**src/hdl/tcbg_div.sv**
```systemverilog
`timescale 1ns / 1ps
`default_nettype none
// ----------------------------------------------------------------------------
// tcbg_div
// Pipelined unsigned restoring divider: one quotient bit per stage, with a
// side payload and a valid bit carried alongside.
// ----------------------------------------------------------------------------
module tcbg_div #(
  parameter int NW = 41,
  parameter int DW = 9,
  parameter int SW = 1
) (
  input  wire logic          clk_i,
  input  wire logic          rst_ni,
  input  wire logic          en_i,
  input  wire logic          vld_i,
  input  wire logic [NW-1:0] num_i,
  input  wire logic [DW-1:0] den_i,
  input  wire logic [SW-1:0] side_i,
  output logic               vld_o,
  output logic      [NW-1:0] quo_o,
  output logic      [SW-1:0] side_o
);

  logic          vld_q  [NW+1];
  logic [DW-1:0] rem_q  [NW+1];
  logic [NW-1:0] nq_q   [NW+1];
  logic [DW-1:0] den_q  [NW+1];
  logic [SW-1:0] side_q [NW+1];

  assign vld_q[0]  = vld_i;
  assign rem_q[0]  = '0;
  assign nq_q[0]   = num_i;
  assign den_q[0]  = den_i;
  assign side_q[0] = side_i;

  for (genvar j = 0; j < NW; j++) begin : g_stage
    logic [DW:0] trial;
    logic        ge;
    logic [DW:0] diff;

    // shift in next dividend bit, subtract when it fits
    assign trial = {rem_q[j], nq_q[j][NW-1]};
    assign ge    = trial >= {1'b0, den_q[j]};
    assign diff  = trial - {1'b0, den_q[j]};

    always_ff @(posedge clk_i or negedge rst_ni) begin
      if (!rst_ni) begin
        vld_q[j+1] <= 1'b0;
      end else if (en_i) begin
        vld_q[j+1] <= vld_q[j];
      end
    end

    always_ff @(posedge clk_i) begin
      if (en_i) begin
        rem_q[j+1]  <= ge ? diff[DW-1:0] : trial[DW-1:0];
        nq_q[j+1]   <= {nq_q[j][NW-2:0], ge};
        den_q[j+1]  <= den_q[j];
        side_q[j+1] <= side_q[j];
      end
    end
  end

  assign vld_o  = vld_q[NW];
  assign quo_o  = nq_q[NW];
  assign side_o = side_q[NW];

endmodule
`default_nettype wire

```
**config.mk**
```make
export PLATFORM = sky130hd
export DESIGN_NAME = tcbg_div
export DESIGN_NICKNAME = d
export VERILOG_FILES = /design/src/hdl/tcbg_div.sv
export SDC_FILE = /design/constraint.sdc
export NUM_CORES = 2
export LEC_CHECK = 0
export BUFFER_PORTS_ARGS = -buffer_cell sky130_fd_sc_hd__buf_4
export CAP_MARGIN = 10
export CORE_ASPECT_RATIO = 1.25
export CORE_MARGIN = 1
export CORE_UTILIZATION = 45
export DETAILED_ROUTE_END_ITERATION = 10
export GPL_ROUTABILITY_DRIVEN = 1
export PLACE_DENSITY = 0.71
export SLEW_MARGIN = 20
export SYNTH_ARGS = -nofsm -noshare
export SYNTH_HDL_FRONTEND = slang
export SYNTH_SLANG_ARGS = --single-unit
```
**constraint.sdc**
```tcl
create_clock -name clk_i -period 4.8 [get_ports clk_i]
set_input_delay 0.72 -clock clk_i [delete_from_list [all_inputs] [get_ports clk_i]]
set_output_delay 0.72 -clock clk_i [all_outputs]
set_load 0.005 [all_outputs]
```
### Word-level counts from Yosys, hierarchy flattened

Cells that the tools add are included.

| cells by class | value |
|---|---|
| $add $sub $neg | 40 |
| magnitude comparators | 41 |
| multiplexer cells | 40 |

Operators by type and width:

| kind | number |
|---|---|
| 10-bit by 9-bit >= comparator with 1-bit output | 40 |
| 9-bit two-way mux | 39 |
| 9-bit subtractor | 39 |
| 1-bit by 9-bit >= comparator with 1-bit output | 1 |
| 1-bit by 9-bit subtractor with 9-bit output | 1 |
| 1-bit two-way mux | 1 |

| storage, ports and cells | value |
|---|---|
| register bits | 2,483 |
| input port bits | 55 |
| output and inout bits | 43 |
| word-level logic and storage cells | 325 |

### Logic depth before layout (Yosys ltp)

| depth | value |
|---|---|
| depth in word-level cells | 2 |
| depth in mapped cells | 10 |
| mapped depth without buffers | 10 |

### Worst setup path after synthesis

OpenSTA, ideal clock, no wires.

| timing path | value |
|---|---|
| kind | flip-flop to flip-flop |
| start point | register nq_q (netlist bit g_stage[27].trial[0]) |
| end point | register rem_q (netlist bit g_stage[28].trial[2]), data pin |
| library setup time | 260 ps |
| data arrival time | 2,309 ps |
| path slack | 2,231 ps |
| stages on the path, launching flop included | 11 |
| buffers on the path | 1 |
| clock period less this slack | 2,569 ps |
| cell sequence | edfxtp_1 -> inv_1 -> ha_1 -> inv_1 -> fa_1 -> a21o_1 -> a221oi_2 -> a21oi_2 -> or2_1 -> buf_6 -> mux2_4 |

| on the way | value |
|---|---|
| cells in the longest elaborated chain, start to end | 2 |
| elaborated cells between the ends (all ways) | 3 |

Ends and longest elaborated chain:

| element | RTL line | source |
|---|---|---|
| start, declared | 27 | `logic [NW-1:0] nq_q [NW+1];` |
| start signal, assigned by index | 58 | `nq_q[j+1] <= {nq_q[j][NW-2:0], ge};` |
| 10-bit by 9-bit >= comparator with 1-bit output | 44 | `assign ge = trial >= {1'b0, den_q[j]};` |
| named net g_stage[27].ge | 39 | `logic ge;` |
| 9-bit two-way mux | 57 | `rem_q[j+1] <= ge ? diff[DW-1:0] : trial[DW-1:0];` |
| end signal, assigned by index | 57 |  |
| end, declared | 26 | `logic [DW-1:0] rem_q [NW+1];` |

The timed path passes the listed nets, and every way through them passes these cells.
A chain may end at the register's enable or synchronous reset.

### Final worst setup path

| timing path | value |
|---|---|
| start point | register nq_q (netlist bit g_stage[8].trial[0]) |
| end point | register rem_q (netlist bit g_stage[9].trial[5]), data pin |

| on the way | value |
|---|---|
| cells in the longest elaborated chain, start to end | 2 |
| elaborated cells between the ends (all ways) | 3 |

Ends and longest elaborated chain:

| element | RTL line |
|---|---|
| 9-bit subtractor / 10-bit by 9-bit >= comparator with 1-bit output (equally long branches) | 45, 44 |
| 9-bit two-way mux (*) | 57 |

Mark *: on every way between the ends. The rest lies on a longest branch, timed or not.

==> key figures <==
Global routing
  • First-pass GRT wire length: 221000 um
  • Largest net degree at the start of global routing: 151
  • Initial antenna violation count: 1
  • Grt ovf: 0
  • Total GRT Usage: 12.4%
  • Number of global-route vias before repair: 45200

Critical path
  • CP Cell Sequence: inv_1, ha_1, inv_1, fa_1, a21o_1, a221oi_2, a21o_1, and2_1, mux2_2
  • Max incr delay on CP: 0.42 ns
  • Startpoint Class: flop
  • Worst setup EP type: flop
  • Worst path bufs/invs: 2
  • Crit Path Class: flop to flop
  • CP Depth: 9
  • Critical path's top delay family: compound AO/OA/AOI/OAI gates
  • Reg2reg path depth: 9
  • Required time worst endpoint: 5.41 ns
  • Slowest cell on the critical path: a221oi_2
  • Worst Path Max Fanout: 9
  • CP arrival: 3.61 ns

Drt
  • Top layer in use: met4
  • Met2 wire len: 70000 um
  • Routed wl met3: 5090 um
  • Via count: 43800
  • Met1 wire length: 53800 um
  • Vias per inst: 5.03
  • Pre-antenna DRT Iters: 5
  • DRC viols: 0
  • Total Wirelength: 134000 um
  • DR WL/cell: 15.4 um
  • DRT antenna net count: 0
  • DR iter-0 viols: 2909

Die
  • FP Rows: 188
  • Core area: 211000 sq um
  • Ports: 98
  • Die Area: 215000 sq um
  • Vert. Die Dim: 518 um
  • Initial Utilization: 45.4%
  • Die width: 415 um

Min path
  • HP Class: input port to flop
  • Hold depth: 2

Pwr
  • Power Density: 568 nW/um^2
  • Peak supply drop: 0.472 mV
  • LEAKAGE: 40.1 nW

Status
  • Status: finished, final reports clean

Synth
  • Netlist cell types: 74
  • Post-synth EDFFs: 2442
  • Top-count cell post-synth: edfxtp_1
  • Largest cells by area after synthesis: edfxtp_1 (77%), ha_1 (4.7%), mux2_2 (2.7%)
  • Yosys warning count: 0
  • Leading area contributor after synthesis: edfxtp_1
  • Syn Area/Cell: 17.8 sq um
  • Yosys reg bits: 2483
  • Share of the synthesized area in the top cell type: 76.6%
  • Primary FF master, synth: edfxtp_1
  • Post-Syn Area: 95800 sq um
  • Syn Inst Count: 5377
  • Post-synth top cells: edfxtp_1 (2442), inv_1 (505), ha_1 (362)
  • Syn_nets: 5833
  • Ys async rst share: 1.65%
  • Sequential share of the synthesized area: 77.6%

Place
  • Cell Area, Placed: 100000 sq um
  • DP Wirelength: 84000 um
  • Placed Cells: 8214
  • Port Buffers: 97
  • RD Place Congestion: 0.846

Finish
  • Fin cells: 8710
  • Layout area overhead: 13.4%
  • Proportion of layout cells with a drive suffix above 1: 13.6%
  • Final core utilization: 51.5%
  • Fin nets: 6205
  • Design Area, Final: 109000 sq um

Run
  • Max cap viols: 0

STA
  • Final period util: 62.4%
  • RSZ-0062 raised after global routing: no
  • Fin. Hold Viols: 0
  • Rel. slew slack: 29.4%
  • Post-layout min period: 2.99 ns
  • Max Slew Vio Count: 0
  • Max Freq: 0.334 GHz
  • Slew @ Worst Pin: 1.06 ns
  • Hold_ws: 0.0870 ns
  • Fin Setup TNS: 0 ns
  • Setup Viol. Count Final: 0
  • Clk_skew: 0.0382 ns

Clock tree
  • # Post-CTS Setup Buffers: 0
  • TritonCTS clock tree: done
  • Resize count post-CTS: 0
  • H-tree depth: 4
  • Latest clock arrival within the worst-skew pair: 0.86 ns
  • Clock transition at the registers of the reported paths: 0.06 ns
  • Clock Sinks: 2483
  • # hold bufs at CTS: 51
  • TritonCTS Buffers: 235
  • CTS max path bufs: 3
  • Root Buffer: clkbuf_16
## flip-flops by register name, indices dropped and copies added, names as in the netlist
name,count
side_o,1
side_q,40
nq_q,1600
g_stage.trial,400
quo_o,41
vld_q,40
den_q,360
vld_o,1
## cells by family after synthesis
| kind of cell | Yosys count | share of synthesized area [%] |
|---|---|---|
| AO/OA/AOI/OAI | 769 | 5.56 |
| adder cells (fa/ha/maj) | 401 | 5.54 |
| multiplexers | 313 | 3.68 |
| buffers and inverters | 578 | 2.49 |
| flip-flops | 2483 | 77.6 |
| AND/OR/NAND/NOR | 646 | 3.37 |
| XOR/XNOR | 187 | 1.71 |
## routing by layer
layer / track usage (%) / vias to the layer above
met5: 0 / -
met4: 5.65 / 0
met3: 2.41 / 353
li1: - / 21300
met2: 22.3 / 770
met1: 14.2 / 21400
## metrics by stage
| stage | setup WS, ns | total power [mW] |
|---|---|---|
| 2_1_floorplan | 2.23 | 39.8 |
| 3_3_place_gp | 1.88 | 42.5 |
| 3_5_place_dp | 1.81 | 43.2 |
| 4_1_cts | 1.78 | 62.3 |
| 5_1_grt | 1.63 | 65.0 |
| 6_report | 1.81 | 61.7 |
## layout by cell type, fill, tap and decap left out, types with 29 or more instances in the layout
master,n
edfxtp_1,2442
inv_1,505
ha_1,362
clkbuf_16,235
mux2_2,229
a21oi_1,216
nor2_1,152
nand3_1,130
o21ai_0,127
buf_4,124
nand2_1,112
xnor2_1,108
a21o_1,83
xor2_1,79
mux2i_1,63
nor2b_1,62
clkinv_1,57
dlygate4sd3_1,51
nor3_1,44
o31ai_1,42
clkbuf_1,41
dfrtp_1,41
fa_1,39
o211ai_1,38
bufinv_16,35
clkinv_2,34
a21boi_0,31
nand2b_1,29
## worst reg2reg max path: cells and delay by family (launching register included)
kind	cells	cell delay, ns
muxes	1	0.39
buffers and inverters	2	0.15
DFF	1	0.41
AOI/OAI and AO/OA	3	0.86
and+or+nand+nor	1	0.39
adders and majority gates	2	0.55
## layout make-up
type	count	area [sq um]
diodes	1	2.50
clock buffers	279	6080
clock inverters	163	1910
fillers	16700	102000
inverters	517	1940
multi-input cells	2316	19000
flip-flops and latches	2483	74400
well taps	2755	3450
repair buffers	196	1850
## worst paths after layout
check	startpoint	end	slack, ns
worst max-delay path	g_stage[8].trial[0]$_DFFE_PP_	g_stage[9].trial[5]$_DFFE_PP_	1.81
worst min-delay path	vld_i	vld_q[40]$_DFFE_PN0P_	0.09
worst max register to register	g_stage[8].trial[0]$_DFFE_PP_	g_stage[9].trial[5]$_DFFE_PP_	1.81
worst min register to register	nq_q[513]$_DFFE_PP_	nq_q[473]$_DFFE_PP_	0.38
max in group asynchronous	rst_ni	vld_q[3]$_DFFE_PN0P_	4.09
min in group asynchronous	rst_ni	vld_q[8]$_DFFE_PN0P_	0.37
## power by group
group          internal [mW]  leakage, nW  switching [mW]
Clock                   11.0         3.83            7.87
Sequential              27.7         24.4            1.36
Combinational           6.51         11.9            7.27
Total                   45.2         40.1            16.5
Note: power is estimated with default switching activity, not from simulation.
